<file path="src/shp_pkg.sv">
package shp_pkg;

  localparam int MAX_LEADING_ZEROS = 32;
  localparam logic [4:0] NAL_TYPE_SPS = 5'h7;
  localparam logic [7:0] SAR_ESCAPE_IDC = 8'd255;
  localparam logic [7:0] PROFILE_HIGH = 8'd100;
  localparam logic [31:0] SIZE_MAX_OUT = 32'd65535;

  localparam logic [1:0] STATUS_OK      = 2'd0;
  localparam logic [1:0] STATUS_NOT_SPS = 2'd1;
  localparam logic [1:0] STATUS_UNSUPP  = 2'd2;
  localparam logic [1:0] STATUS_RANGE   = 2'd3;

  typedef enum logic [55:0] {
    ST_HDR        = 56'd1 << 0,  ST_PROFILE  = 56'd1 << 1,  ST_CONSTR   = 56'd1 << 2,
    ST_LEVEL      = 56'd1 << 3,  ST_SPS_ID   = 56'd1 << 4,  ST_CHROMA   = 56'd1 << 5,
    ST_SEP_PLANE  = 56'd1 << 6,  ST_DEPTH_L  = 56'd1 << 7,  ST_DEPTH_C  = 56'd1 << 8,
    ST_BYPASS     = 56'd1 << 9,  ST_SCALE_FLAG = 56'd1 << 10, ST_SCALE_LIST = 56'd1 << 11,
    ST_LOG2_FN    = 56'd1 << 12, ST_POC_TYPE = 56'd1 << 13, ST_POC_LSB  = 56'd1 << 14,
    ST_DELTA_ZERO = 56'd1 << 15, ST_OFF_NONREF = 56'd1 << 16, ST_OFF_TB = 56'd1 << 17,
    ST_NUM_CYCLE  = 56'd1 << 18, ST_OFF_REF  = 56'd1 << 19, ST_MAX_REF  = 56'd1 << 20,
    ST_GAPS       = 56'd1 << 21, ST_WIDTH    = 56'd1 << 22, ST_HEIGHT   = 56'd1 << 23,
    ST_FRAME_ONLY = 56'd1 << 24, ST_MBAFF    = 56'd1 << 25, ST_DIRECT   = 56'd1 << 26,
    ST_CROP_FLAG  = 56'd1 << 27, ST_CROP_L   = 56'd1 << 28, ST_CROP_R   = 56'd1 << 29,
    ST_CROP_T     = 56'd1 << 30, ST_CROP_B   = 56'd1 << 31, ST_VUI_FLAG = 56'd1 << 32,
    ST_AR_FLAG    = 56'd1 << 33, ST_AR_IDC   = 56'd1 << 34, ST_SAR      = 56'd1 << 35,
    ST_OVS_FLAG   = 56'd1 << 36, ST_OVS      = 56'd1 << 37, ST_VST_FLAG = 56'd1 << 38,
    ST_VST        = 56'd1 << 39, ST_COL_FLAG = 56'd1 << 40, ST_COL      = 56'd1 << 41,
    ST_LOC_FLAG   = 56'd1 << 42, ST_LOC_TOP  = 56'd1 << 43, ST_LOC_BOT  = 56'd1 << 44,
    ST_TIM_FLAG   = 56'd1 << 45, ST_TICK     = 56'd1 << 46, ST_SCALE    = 56'd1 << 47,
    ST_FIXED      = 56'd1 << 48, ST_NAL_HRD  = 56'd1 << 49, ST_VCL_HRD  = 56'd1 << 50,
    ST_PIC_STRUCT = 56'd1 << 51, ST_RESTR_FLAG = 56'd1 << 52, ST_MV_OVER = 56'd1 << 53,
    ST_RESTR_UE   = 56'd1 << 54, ST_DONE     = 56'd1 << 55
  } step_e;

  // one bit from the byte feeder
  typedef struct packed {
    logic valid;
    logic bit_val;
    logic beyond;  // zero fill past the final byte
  } bit_t;

  // feeder status
  typedef struct packed {
    logic ready;
    logic flushed;  // final byte shifted out
  } feed_t;

  // parser results
  typedef struct packed {
    logic        done;
    logic        trunc;
    logic [1:0]  err;
    logic [7:0]  prof;
    logic [7:0]  lev;
    logic [31:0] width;
    logic [31:0] height;
    logic [31:0] tick;
    logic [31:0] tbase;
    logic        rate_ok;
    logic        fixed;
  } res_t;

  // width of each fixed read, 0 for Exp-Golomb
  function automatic logic [5:0] step_bits(step_e s);
    logic [5:0] n;
    n = 6'd0;
    case (s)
      ST_HDR, ST_PROFILE, ST_CONSTR, ST_LEVEL, ST_AR_IDC: n = 6'd8;
      ST_SAR, ST_TICK, ST_SCALE: n = 6'd32;
      ST_VST: n = 6'd4;
      ST_COL: n = 6'd24;
      ST_SEP_PLANE, ST_BYPASS, ST_SCALE_FLAG, ST_SCALE_LIST, ST_DELTA_ZERO,
      ST_GAPS, ST_FRAME_ONLY, ST_MBAFF, ST_DIRECT, ST_CROP_FLAG, ST_VUI_FLAG,
      ST_AR_FLAG, ST_OVS_FLAG, ST_OVS, ST_VST_FLAG, ST_COL_FLAG, ST_LOC_FLAG,
      ST_TIM_FLAG, ST_FIXED, ST_NAL_HRD, ST_VCL_HRD, ST_PIC_STRUCT,
      ST_RESTR_FLAG, ST_MV_OVER: n = 6'd1;
      default: n = 6'd0;
    endcase
    return n;
  endfunction

  function automatic logic high_profile(logic [7:0] p);
    return p == PROFILE_HIGH || p == 8'd110 || p == 8'd122 || p == 8'd244 ||
           p == 8'd44 || p == 8'd83 || p == 8'd86 || p == 8'd118 ||
           p == 8'd128 || p == 8'd138 || p == 8'd139 || p == 8'd134 ||
           p == 8'd135;
  endfunction

endpackage

</file>
<file path="src/shp_byte_feed.sv">
module shp_byte_feed import shp_pkg::*; (
  input  logic       clk_i,
  input  logic       rst_ni,
  input  logic       clear_i,
  input  logic       load_i,
  input  logic [7:0] byte_i,
  input  logic       last_i,
  output bit_t       bit_o,
  output feed_t      stat_o
);

  logic [7:0] sreg_q, sreg_d;
  logic [3:0] cnt_q, cnt_d;
  logic [1:0] zrun_q, zrun_d;
  logic       last_q, last_d;

  // emulation-prevention filter and MSB-first shift out
  always_comb begin
    sreg_d = sreg_q;
    cnt_d  = cnt_q;
    zrun_d = zrun_q;
    last_d = last_q;
    if (clear_i) begin
      cnt_d  = 4'd0;
      zrun_d = 2'd0;
      last_d = 1'b0;
    end else if (load_i) begin
      last_d = last_i;
      if (zrun_q == 2'd2 && byte_i == 8'h03) begin
        zrun_d = 2'd0;
      end else begin
        sreg_d = byte_i;
        cnt_d  = 4'd8;
        zrun_d = (byte_i == 8'h00) ? ((zrun_q < 2'd2) ? zrun_q + 2'd1 : 2'd2) : 2'd0;
      end
    end else if (cnt_q != 4'd0) begin
      sreg_d = {sreg_q[6:0], 1'b0};
      cnt_d  = cnt_q - 4'd1;
    end
  end

  always_ff @(posedge clk_i or negedge rst_ni) begin
    if (!rst_ni) begin
      cnt_q  <= 4'd0;
      zrun_q <= 2'd0;
      last_q <= 1'b0;
    end else begin
      cnt_q  <= cnt_d;
      zrun_q <= zrun_d;
      last_q <= last_d;
    end
  end

  always_ff @(posedge clk_i) begin
    sreg_q <= sreg_d;
  end

  assign bit_o.valid   = (cnt_q != 4'd0) || last_q;
  assign bit_o.bit_val = (cnt_q != 4'd0) && sreg_q[7];
  assign bit_o.beyond  = (cnt_q == 4'd0);
  assign stat_o.ready   = (cnt_q == 4'd0) && !last_q;
  assign stat_o.flushed = (cnt_q == 4'd0) && last_q;

endmodule

</file>
<file path="src/shp_syntax.sv">
module shp_syntax import shp_pkg::*; (
  input  logic clk_i,
  input  logic rst_ni,
  input  logic clear_i,
  input  bit_t bit_i,
  output res_t res_o
);

  step_e       step_q, step_d, nxt;
  logic [31:0] acc_q, acc_d, acc_sh;
  logic [5:0]  bleft_q, bleft_d;
  logic [5:0]  gz_q, gz_d;
  logic        suffix_q, suffix_d;
  logic [31:0] loop_q, loop_d, loop_m1;
  logic [1:0]  cf_q, cf_d;
  logic        fo_q, fo_d;
  logic [31:0] w_q, w_d, h_q, h_d, tick_q, tick_d, tb_q, tb_d;
  logic        rok_q, rok_d, fix_q, fix_d;
  logic [7:0]  prof_q, prof_d, lev_q, lev_d;
  logic [1:0]  err_q, err_d, err_val;
  logic        trunc_q, trunc_d;

  logic        fin, go, flag, set_err;
  logic [31:0] fv;
  logic [32:0] ue_sum, ue_mask;
  logic [32:0] wv, hv;
  logic [36:0] wwide;
  logic [37:0] hwide;
  logic [33:0] amt, cmp_acc;
  logic [1:0]  csh;

  assign acc_sh  = {acc_q[30:0], bit_i.bit_val};
  assign loop_m1 = loop_q - 32'd1;
  assign ue_mask = (33'd1 << gz_q) - 33'd1;

  always_comb begin
    step_d = step_q; acc_d = acc_q; bleft_d = bleft_q; gz_d = gz_q;
    suffix_d = suffix_q; loop_d = loop_q; cf_d = cf_q; fo_d = fo_q;
    w_d = w_q; h_d = h_q; tick_d = tick_q; tb_d = tb_q; rok_d = rok_q;
    fix_d = fix_q; prof_d = prof_q; lev_d = lev_q; trunc_d = trunc_q;
    err_d = err_q; err_val = STATUS_OK;
    fin = 1'b0; go = 1'b0; flag = 1'b0; set_err = 1'b0;
    fv = 32'd0; nxt = step_q; ue_sum = 33'd0;
    wv = 33'd0; hv = 33'd0; wwide = 37'd0; hwide = 38'd0;
    amt = 34'd0; cmp_acc = 34'd0; csh = 2'd0;

    // consume one bit
    if (bit_i.valid && step_q != ST_DONE) begin
      if (bit_i.beyond) trunc_d = 1'b1;
      if (step_bits(step_q) != 6'd0) begin
        acc_d   = acc_sh;
        bleft_d = bleft_q - 6'd1;
        if (bleft_q == 6'd1) begin
          fin = 1'b1;
          fv  = acc_sh;
        end
      end else if (!suffix_q) begin
        // Exp-Golomb prefix
        if (bit_i.beyond || gz_q >= 6'(MAX_LEADING_ZEROS) || bit_i.bit_val) begin
          if (gz_q == 6'd0) begin
            fin = 1'b1;
          end else begin
            suffix_d = 1'b1;
            bleft_d  = gz_q;
            acc_d    = 32'd0;
          end
        end else begin
          gz_d = gz_q + 6'd1;
        end
      end else begin
        acc_d   = acc_sh;
        bleft_d = bleft_q - 6'd1;
        if (bleft_q == 6'd1) begin
          fin    = 1'b1;
          ue_sum = ue_mask + {1'b0, acc_sh};
          if (ue_sum[32]) begin
            flag = 1'b1;
            fv   = 32'hFFFF_FFFF;
          end else begin
            fv = ue_sum[31:0];
          end
        end
      end
    end

    // syntax walk at the end of each element
    if (fin) begin
      go = 1'b1;
      case (step_q)
        ST_HDR: begin
          if (fv[4:0] != NAL_TYPE_SPS) begin
            set_err = 1'b1; err_val = STATUS_NOT_SPS; nxt = ST_DONE;
          end else nxt = ST_PROFILE;
        end
        ST_PROFILE: begin prof_d = fv[7:0]; nxt = ST_CONSTR; end
        ST_CONSTR:  nxt = ST_LEVEL;
        ST_LEVEL:   begin lev_d = fv[7:0]; nxt = ST_SPS_ID; end
        ST_SPS_ID:  nxt = high_profile(prof_q) ? ST_CHROMA : ST_LOG2_FN;
        ST_CHROMA: begin
          if (fv > 32'd3) begin
            flag = 1'b1; cf_d = 2'd3; nxt = ST_SEP_PLANE;
          end else begin
            cf_d = fv[1:0];
            nxt  = (fv[1:0] == 2'd3) ? ST_SEP_PLANE : ST_DEPTH_L;
          end
        end
        ST_SEP_PLANE: nxt = ST_DEPTH_L;
        ST_DEPTH_L:   nxt = ST_DEPTH_C;
        ST_DEPTH_C:   nxt = ST_BYPASS;
        ST_BYPASS:    nxt = ST_SCALE_FLAG;
        ST_SCALE_FLAG: begin
          if (fv[0]) begin
            loop_d = (cf_q == 2'd3) ? 32'd12 : 32'd8;
            nxt    = ST_SCALE_LIST;
          end else nxt = ST_LOG2_FN;
        end
        ST_SCALE_LIST: begin
          if (fv[0]) begin
            set_err = 1'b1; err_val = STATUS_UNSUPP; nxt = ST_DONE;
          end else begin
            loop_d = loop_m1;
            nxt    = (loop_m1 == 32'd0) ? ST_LOG2_FN : ST_SCALE_LIST;
          end
        end
        ST_LOG2_FN: nxt = ST_POC_TYPE;
        ST_POC_TYPE: begin
          if (fv == 32'd0) nxt = ST_POC_LSB;
          else if (fv == 32'd1) nxt = ST_DELTA_ZERO;
          else begin
            if (fv > 32'd2) flag = 1'b1;
            nxt = ST_MAX_REF;
          end
        end
        ST_POC_LSB:    nxt = ST_MAX_REF;
        ST_DELTA_ZERO: nxt = ST_OFF_NONREF;
        ST_OFF_NONREF: nxt = ST_OFF_TB;
        ST_OFF_TB:     nxt = ST_NUM_CYCLE;
        ST_NUM_CYCLE: begin
          loop_d = fv;
          nxt    = (fv == 32'd0 || bit_i.beyond) ? ST_MAX_REF : ST_OFF_REF;
        end
        ST_OFF_REF: begin
          loop_d = loop_m1;
          nxt    = (loop_m1 == 32'd0 || bit_i.beyond) ? ST_MAX_REF : ST_OFF_REF;
        end
        ST_MAX_REF: nxt = ST_GAPS;
        ST_GAPS:    nxt = ST_WIDTH;
        ST_WIDTH: begin
          wv    = {1'b0, fv} + 33'd1;
          wwide = {wv, 4'b0};
          if (wwide[36:32] != 5'd0) begin flag = 1'b1; w_d = 32'hFFFF_FFFF; end
          else w_d = wwide[31:0];
          nxt = ST_HEIGHT;
        end
        ST_HEIGHT: begin h_d = fv; nxt = ST_FRAME_ONLY; end
        ST_FRAME_ONLY: begin
          fo_d  = fv[0];
          hv    = {1'b0, h_q} + 33'd1;
          hwide = {1'b0, hv, 4'b0};
          if (!fv[0]) hwide = {hwide[36:0], 1'b0};
          if (hwide[37:32] != 6'd0) begin flag = 1'b1; h_d = 32'hFFFF_FFFF; end
          else h_d = hwide[31:0];
          nxt = fv[0] ? ST_DIRECT : ST_MBAFF;
        end
        ST_MBAFF:     nxt = ST_DIRECT;
        ST_DIRECT:    nxt = ST_CROP_FLAG;
        ST_CROP_FLAG: nxt = fv[0] ? ST_CROP_L : ST_VUI_FLAG;
        ST_CROP_L, ST_CROP_R: begin
          csh     = (cf_q == 2'd1 || cf_q == 2'd2) ? 2'd1 : 2'd0;
          amt     = {2'b0, fv} << csh;
          cmp_acc = {2'b0, w_q};
          if (amt > cmp_acc) begin w_d = 32'd0; flag = 1'b1; end
          else w_d = w_q - amt[31:0];
          nxt = (step_q == ST_CROP_L) ? ST_CROP_R : ST_CROP_T;
        end
        ST_CROP_T, ST_CROP_B: begin
          csh     = (fo_q ? 2'd0 : 2'd1) + ((cf_q == 2'd1) ? 2'd1 : 2'd0);
          amt     = {2'b0, fv} << csh;
          cmp_acc = {2'b0, h_q};
          if (amt > cmp_acc) begin h_d = 32'd0; flag = 1'b1; end
          else h_d = h_q - amt[31:0];
          nxt = (step_q == ST_CROP_T) ? ST_CROP_B : ST_VUI_FLAG;
        end
        ST_VUI_FLAG: nxt = fv[0] ? ST_AR_FLAG : ST_DONE;
        ST_AR_FLAG:  nxt = fv[0] ? ST_AR_IDC : ST_OVS_FLAG;
        ST_AR_IDC:   nxt = (fv[7:0] == SAR_ESCAPE_IDC) ? ST_SAR : ST_OVS_FLAG;
        ST_SAR:      nxt = ST_OVS_FLAG;
        ST_OVS_FLAG: nxt = fv[0] ? ST_OVS : ST_VST_FLAG;
        ST_OVS:      nxt = ST_VST_FLAG;
        ST_VST_FLAG: nxt = fv[0] ? ST_VST : ST_LOC_FLAG;
        ST_VST:      nxt = ST_COL_FLAG;
        ST_COL_FLAG: nxt = fv[0] ? ST_COL : ST_LOC_FLAG;
        ST_COL:      nxt = ST_LOC_FLAG;
        ST_LOC_FLAG: nxt = fv[0] ? ST_LOC_TOP : ST_TIM_FLAG;
        ST_LOC_TOP:  nxt = ST_LOC_BOT;
        ST_LOC_BOT:  nxt = ST_TIM_FLAG;
        ST_TIM_FLAG: nxt = fv[0] ? ST_TICK : ST_NAL_HRD;
        ST_TICK:     begin tick_d = fv; nxt = ST_SCALE; end
        ST_SCALE:    begin tb_d = fv; nxt = ST_FIXED; end
        ST_FIXED:    begin rok_d = 1'b1; fix_d = fv[0]; nxt = ST_NAL_HRD; end
        ST_NAL_HRD, ST_VCL_HRD: begin
          if (fv[0]) begin
            set_err = 1'b1; err_val = STATUS_UNSUPP; nxt = ST_DONE;
          end else nxt = (step_q == ST_NAL_HRD) ? ST_VCL_HRD : ST_PIC_STRUCT;
        end
        ST_PIC_STRUCT: nxt = ST_RESTR_FLAG;
        ST_RESTR_FLAG: nxt = fv[0] ? ST_MV_OVER : ST_DONE;
        ST_MV_OVER:    begin loop_d = 32'd6; nxt = ST_RESTR_UE; end
        ST_RESTR_UE: begin
          loop_d = loop_m1;
          nxt    = (loop_m1 == 32'd0) ? ST_DONE : ST_RESTR_UE;
        end
        default: nxt = ST_DONE;
      endcase
    end

    // start the next element
    if (go) begin
      step_d   = nxt;
      acc_d    = 32'd0;
      gz_d     = 6'd0;
      suffix_d = 1'b0;
      bleft_d  = step_bits(nxt);
    end

    if (set_err) err_d = err_val;
    else if (flag && err_q == STATUS_OK) err_d = STATUS_RANGE;

    if (clear_i) begin
      step_d = ST_HDR; acc_d = 32'd0; gz_d = 6'd0; suffix_d = 1'b0;
      bleft_d = step_bits(ST_HDR); loop_d = 32'd0; cf_d = 2'd1; fo_d = 1'b0;
      w_d = 32'd0; h_d = 32'd0; tick_d = 32'd0; tb_d = 32'd0; rok_d = 1'b0;
      fix_d = 1'b0; prof_d = 8'd0; lev_d = 8'd0; err_d = STATUS_OK;
      trunc_d = 1'b0;
    end
  end

  always_ff @(posedge clk_i or negedge rst_ni) begin
    if (!rst_ni) begin
      step_q <= ST_HDR; acc_q <= 32'd0; bleft_q <= 6'd8; gz_q <= 6'd0;
      suffix_q <= 1'b0; loop_q <= 32'd0; cf_q <= 2'd1; fo_q <= 1'b0;
      w_q <= 32'd0; h_q <= 32'd0; tick_q <= 32'd0; tb_q <= 32'd0;
      rok_q <= 1'b0; fix_q <= 1'b0; prof_q <= 8'd0; lev_q <= 8'd0;
      err_q <= STATUS_OK; trunc_q <= 1'b0;
    end else begin
      step_q <= step_d; acc_q <= acc_d; bleft_q <= bleft_d; gz_q <= gz_d;
      suffix_q <= suffix_d; loop_q <= loop_d; cf_q <= cf_d; fo_q <= fo_d;
      w_q <= w_d; h_q <= h_d; tick_q <= tick_d; tb_q <= tb_d;
      rok_q <= rok_d; fix_q <= fix_d; prof_q <= prof_d; lev_q <= lev_d;
      err_q <= err_d; trunc_q <= trunc_d;
    end
  end

  assign res_o.done    = (step_q == ST_DONE);
  assign res_o.trunc   = trunc_q;
  assign res_o.err     = err_q;
  assign res_o.prof    = prof_q;
  assign res_o.lev     = lev_q;
  assign res_o.width   = w_q;
  assign res_o.height  = h_q;
  assign res_o.tick    = tick_q;
  assign res_o.tbase   = tb_q;
  assign res_o.rate_ok = rok_q;
  assign res_o.fixed   = fix_q;

endmodule

</file>
<file path="src/shp_div.sv">
module shp_div import shp_pkg::*; (
  input  logic        clk_i,
  input  logic        rst_ni,
  input  logic        start_i,
  input  logic [31:0] dividend_i,
  input  logic [31:0] divisor_i,
  output logic        done_o,
  output logic [31:0] quot_o
);

  logic [31:0] rem_q, rem_d, quo_q, quo_d, dvs_q, dvs_d;
  logic [5:0]  cnt_q, cnt_d;
  logic        done_q, done_d;
  logic [32:0] trial;
  logic        ge;

  // restoring division, one quotient bit per cycle
  assign trial = {rem_q, quo_q[31]};
  assign ge    = trial >= {1'b0, dvs_q};

  always_comb begin
    rem_d  = rem_q;
    quo_d  = quo_q;
    dvs_d  = dvs_q;
    cnt_d  = cnt_q;
    done_d = 1'b0;
    if (start_i) begin
      rem_d = 32'd0;
      quo_d = dividend_i;
      dvs_d = divisor_i;
      cnt_d = 6'd32;
    end else if (cnt_q != 6'd0) begin
      rem_d  = ge ? 32'(trial - {1'b0, dvs_q}) : trial[31:0];
      quo_d  = {quo_q[30:0], ge};
      cnt_d  = cnt_q - 6'd1;
      done_d = (cnt_q == 6'd1);
    end
  end

  always_ff @(posedge clk_i or negedge rst_ni) begin
    if (!rst_ni) begin
      cnt_q  <= 6'd0;
      done_q <= 1'b0;
    end else begin
      cnt_q  <= cnt_d;
      done_q <= done_d;
    end
  end

  always_ff @(posedge clk_i) begin
    rem_q <= rem_d;
    quo_q <= quo_d;
    dvs_q <= dvs_d;
  end

  assign done_o = done_q;
  assign quot_o = quo_q;

endmodule

</file>
<file path="src/h264_sps_header_parser.sv">
// Channel   Dir  Beat fields (tdata, lowest bit first)
// s_axis    in   sps_byte[7:0]; tlast = last_byte
// m_axis    out  status[1:0] truncated[2] profile[10:3] level[18:11]
//                frame_width[34:19] frame_height[50:35] frame_rate[82:51]
//
// Each kept byte is loaded and then its bits are shifted into the parser,
// one syntax bit per cycle; a dropped 0x03 byte is taken and discarded.
// After the last byte the parser runs on zero fill until the syntax ends,
// then the frame rate divider builds its quotient bit by bit, and once it
// is done the emit state loads the result into the output register.
// Reset clears all control state. The input stalls from the last byte of a
// unit until its result is loaded, which waits while the output is full.
module h264_sps_header_parser import shp_pkg::*; (
  input  logic        clk_i,
  input  logic        rst_ni,
  input  logic        s_axis_tvalid,
  output logic        s_axis_tready,
  input  logic [7:0]  s_axis_tdata,   // sps_byte
  input  logic        s_axis_tlast,   // last_byte
  output logic        m_axis_tvalid,
  input  logic        m_axis_tready,
  output logic [87:0] m_axis_tdata    // status, truncated, profile, level,
                                      // frame_width, frame_height, frame_rate
);

  typedef enum logic [2:0] {
    S_RUN  = 3'b001,
    S_DIV  = 3'b010,
    S_EMIT = 3'b100
  } state_e;

  state_e      state_q, state_d;
  bit_t        fbit;
  feed_t       fstat;
  res_t        res;
  logic        load, clear, div_start, div_done;
  logic [31:0] quot, rate;
  logic [15:0] w16, h16;
  logic [1:0]  status;
  logic        over;
  logic        ovalid_q, ovalid_d;
  logic [87:0] odata_q, odata_d;

  assign s_axis_tready = fstat.ready;
  assign load = s_axis_tvalid && fstat.ready;

  shp_byte_feed u_feed (
    .clk_i, .rst_ni, .clear_i(clear), .load_i(load),
    .byte_i(s_axis_tdata), .last_i(s_axis_tlast), .bit_o(fbit), .stat_o(fstat)
  );

  shp_syntax u_syntax (
    .clk_i, .rst_ni, .clear_i(clear), .bit_i(fbit), .res_o(res)
  );

  shp_div u_div (
    .clk_i, .rst_ni, .start_i(div_start), .dividend_i(res.tbase),
    .divisor_i(res.tick), .done_o(div_done), .quot_o(quot)
  );

  // result formatting
  always_comb begin
    over = (res.width > SIZE_MAX_OUT) || (res.height > SIZE_MAX_OUT);
    w16  = (res.width > SIZE_MAX_OUT) ? 16'hFFFF : res.width[15:0];
    h16  = (res.height > SIZE_MAX_OUT) ? 16'hFFFF : res.height[15:0];
    status = (res.err == STATUS_OK && over) ? STATUS_RANGE : res.err;
    rate = 32'd0;
    if (res.rate_ok && res.tick != 32'd0) rate = res.fixed ? {1'b0, quot[31:1]} : quot;
    odata_d = {5'd0, rate, h16, w16, res.lev, res.prof, res.trunc, status};
  end

  // sequencing
  always_comb begin
    state_d   = state_q;
    div_start = 1'b0;
    clear     = 1'b0;
    ovalid_d  = ovalid_q && !m_axis_tready;
    case (state_q)
      S_RUN: begin
        if (fstat.flushed && res.done) begin
          div_start = 1'b1;
          state_d   = S_DIV;
        end
      end
      S_DIV: if (div_done) state_d = S_EMIT;
      S_EMIT: begin
        if (!ovalid_q || m_axis_tready) begin
          ovalid_d = 1'b1;
          clear    = 1'b1;
          state_d  = S_RUN;
        end
      end
      default: state_d = S_RUN;
    endcase
  end

  always_ff @(posedge clk_i or negedge rst_ni) begin
    if (!rst_ni) begin
      state_q  <= S_RUN;
      ovalid_q <= 1'b0;
    end else begin
      state_q  <= state_d;
      ovalid_q <= ovalid_d;
    end
  end

  always_ff @(posedge clk_i) begin
    if (state_q == S_EMIT && (!ovalid_q || m_axis_tready)) odata_q <= odata_d;
  end

  assign m_axis_tvalid = ovalid_q;
  assign m_axis_tdata  = odata_q;

endmodule

</file>
<file path="config.mk">
export PLATFORM = sky130hd
export DESIGN_NAME = h264_sps_header_parser
export DESIGN_NICKNAME = d
export VERILOG_FILES = /design/src/shp_pkg.sv /design/src/shp_byte_feed.sv /design/src/shp_syntax.sv /design/src/shp_div.sv /design/src/h264_sps_header_parser.sv
export SDC_FILE = /design/constraint.sdc
export NUM_CORES = 2
export LEC_CHECK = 0
export BUFFER_PORTS_ARGS = -buffer_cell sky130_fd_sc_hd__buf_2
export CORE_ASPECT_RATIO = 1.2
export CORE_MARGIN = 2
export CORE_UTILIZATION = 40
export DETAILED_ROUTE_END_ITERATION = 12
export PLACE_DENSITY_LB_ADDON = 0.15
export RECOVER_POWER = 100
export SYNTH_ARGS = -nofsm -noshare
export SYNTH_HDL_FRONTEND = slang
export SYNTH_SLANG_ARGS = --single-unit
</file>
<file path="constraint.sdc">
create_clock -name clk_i -period 9.1 [get_ports clk_i]
set_clock_uncertainty 0.05 [all_clocks]
set_input_delay 2.73 -clock clk_i [delete_from_list [all_inputs] [get_ports clk_i]]
set_output_delay 2.73 -clock clk_i [all_outputs]
set_load 0.05 [all_outputs]
</file>
==> out/metrics.cfg <==
[global_route]
grt_pass1_vias = 34790
antenna_found_initial = 5
grt_max_degree = 146
grt_pass1_wl_mm = 219.9
grt_usage = 0.2945
grt-ovfl-total = 0

[timing]
final-hold-violation-count = 0
hold_slack_ns = 0.4025
rsz0062_at_grt = yes
setup_violations = 0
clock.fmax_ghz = 0.1161
slew-limit-headroom = -2.581
fin_crit_ns = 8.613
worst_pin_slew_ns = 5.371
maxSlewViolCount = 602
fin_crit_sh = 0.9464

[finish]
area_delta_synth_final_pct = 11.34
num_antenna_cells = 0
design_area_sq_um = 42200
fin_nets = 5060
drive_gt1_frac = 0.07751
utilization = 0.4495
stdcell_count = 6101

[setup_path]
critPathCaptureType = register
worstSetupPathType = reg2reg
cp_slowest_stage_delay_ns = 1.09
reg2reg_from = u_syntax.gz_q[0]
crit_fanout = 12
worstPathRequired_ns = 9.60
cpMostUsedCell = buf_4
timing.rr.end = u_syntax.err_q[1]
worstPathArrival_ns = 9.11
cp-endpoint = u_syntax.err_q[1]
critPathSlowestCell = a22oi_1
cp-start-kind = register
reg2reg_slack_ns = 0.49
r2r_cells = 37
cp-startpoint = u_syntax.gz_q[0]

[detailed_routing]
ant_nets = 0
drc = 0
post_drt_wl_per_cell_um = 24.08
drt_iter0_drc = 3343
vias = 36400
firstDrtPassIters = 7
wl_mm = 146.9
routed_via_density = 5.966

[pwr]
ir_worst_vdd_mv = 0.4155
p_leak_nw = 17.95
power_density_nw_per_um2 = 376.4

[die]
chipWidth_um = 285.0
die_h_um = 341.2
fp.coreArea_sq_um = 93880
io_pins = 103
start_util = 0.4037
die_area_sq_um = 97250
rows = 123

[synth]
yosysWarnings = 0
postSynthAreaPerCell_sq_um = 7.964
synth_commonest_cells = 658 x nand2_1, 465 x nor2_1, 378 x a21oi_1
synth_cells = 4759
yosysUniqueCellTypes = 100
synth_edf_count = 155
ys_ff_latch = 489
yosysTopAreaCellShare = 0.1967
yosysMostFrequentCell = nand2_1
synth_top_flop_cell = dfrtp_1
syn_area_sq_um = 37900
ys_async_sr_fraction = 0.6176
ys_seq_area_frac = 0.3392
synth.area.top_cells = dfrtp_1 20%, edfxtp_1 12%, ha_1 8.0%, nand2_1 6.5%, a21oi_1 5.0%
yosys.area.top_type = dfrtp_1

[status]
status = finished with violations
violations = max-capacitance violations, max-slew violations

[clock_network]
clkSinkCount = 489
cts_max_level = 2
insertion_delay_ns = 0.68
cts_tree = built
cts_buffers = 59
clk_path_buf_depth = 3
clk_pin_slew_ns = 0.07
root_buffer = clkbuf_16

[hold_path]
hp-class = reg2reg
holdPathStages = 0

[place]
io_buffers = 97
post_dp_cell_area_sq_um = 40170
gp_congestion = 0.9916
dp_cells = 5988
hpwlAfterDp_mm = 110.1

[run]
drv_cap = 12

sequential cells by signal, summed over array words and instances, names as in the netlist, 31 cells and up:
| name | flops |
|---|---|
| m_axis_tdata | 83 |
| u_syntax.step_q | 56 |
| u_div.dvs_q | 32 |
| u_div.quot_o | 32 |
| u_div.rem_q | 32 |
| u_syntax.h_q | 32 |
| u_syntax.loop_q | 32 |
| u_syntax.tb_q | 32 |
| u_syntax.tick_q | 32 |
| u_syntax.w_q | 32 |
| u_syntax.acc_q | 31 |
area by class of cell:
cell class | count | area (sq um)
multi-input cells | 3667 | 22830
inverters | 328 | 1239
well taps | 1250 | 1564
repair buffers | 255 | 1546
clock inverters | 45 | 621.8
clock buffers | 67 | 1538
flip-flops and latches | 489 | 12860
fillers | 9565 | 51680
metal layers:
layer,routed length [um],vias up,global-route usage
met2,67580,1453,0.4840
met5,45,-,0
li1,-,17030,-
met4,9613,6,0.1639
met3,10090,417,0.04667
met1,59600,17500,0.3698
report_power, final:
part / internal (mW) / total [mW] / switching [mW]
logic: 3.79 / 10.4 / 6.57
registers: 2.60 / 2.90 / 0.300
clock network: 1.53 / 2.62 / 1.09
total: 7.92 / 15.9 / 7.96
through the flow:
step	power (mW)	setup TNS (ns)	setup slack, ns
3_5_place_dp	12.88	-0.2996	-0.1506
3_3_place_gp	12.89	-0.06078	-0.03146
5_1_grt	16.84	-0.1098	-0.07281
2_1_floorplan	9.440	0	0.2128
6_report	15.88	0	0.4875
4_1_cts	15.56	0	0.1702
worst max-delay path, delay by kind of cell, from the launching register on:
kind	cells	cell delay, ns
simple gates	7	0.79
compound gates	19	4.80
fa+ha+maj	4	1.27
buf+inv	7	1.12
flops	1	0.44
worst min path at each step:
| stage | startpoint | end | slack, ns |
|---|---|---|---|
| 2_1_floorplan | u_syntax.prof_q[2] | m_axis_tdata[5] | 0.37 |
| 3_3_place_gp | u_syntax.lev_q[2] | m_axis_tdata[13] | 0.38 |
| 3_5_place_dp | u_syntax.lev_q[2] | m_axis_tdata[13] | 0.39 |
| 4_1_cts | u_syntax.lev_q[2] | m_axis_tdata[13] | 0.40 |
| 5_1_grt | u_syntax.lev_q[2] | m_axis_tdata[13] | 0.41 |
| 6_report | u_syntax.lev_q[2] | m_axis_tdata[13] | 0.40 |
cells in the final DEF, fill, tap and decap left out, types with 68 or more instances in the layout:
master / n
a211oi_1: 76
xnor2_1: 116
nand3_1: 132
clkbuf_1: 106
buf_4: 138
a21oi_1: 376
dfrtp_1: 297
nand2_1: 658
ha_1: 241
nor2_1: 462
inv_1: 326
o21ai_0: 258
edfxtp_1: 155
xor2_1: 68
a21o_1: 83
nor3_1: 140
kinds of logic after synthesis:
family | count (synthesis) | synth area share
fa+ha+maj | 247 | 0.08233
compound gates | 1258 | 0.2144
xor+xnor | 186 | 0.04298
mux | 72 | 0.01958
simple gates | 1899 | 0.2384
other cells | 1 | 0.00009894
flops | 489 | 0.3392
buf+inv | 607 | 0.06298
what timing repair did:
action / 4_1_cts / 5_1_grt
setup buffers: 0 / 1
gates resized for setup: 2 / 16
pin swaps: 0 / 1
setup endpoints to repair: 2 / 27
hold buffers: 0 / 0
Power figures use the tool's default switching activity.
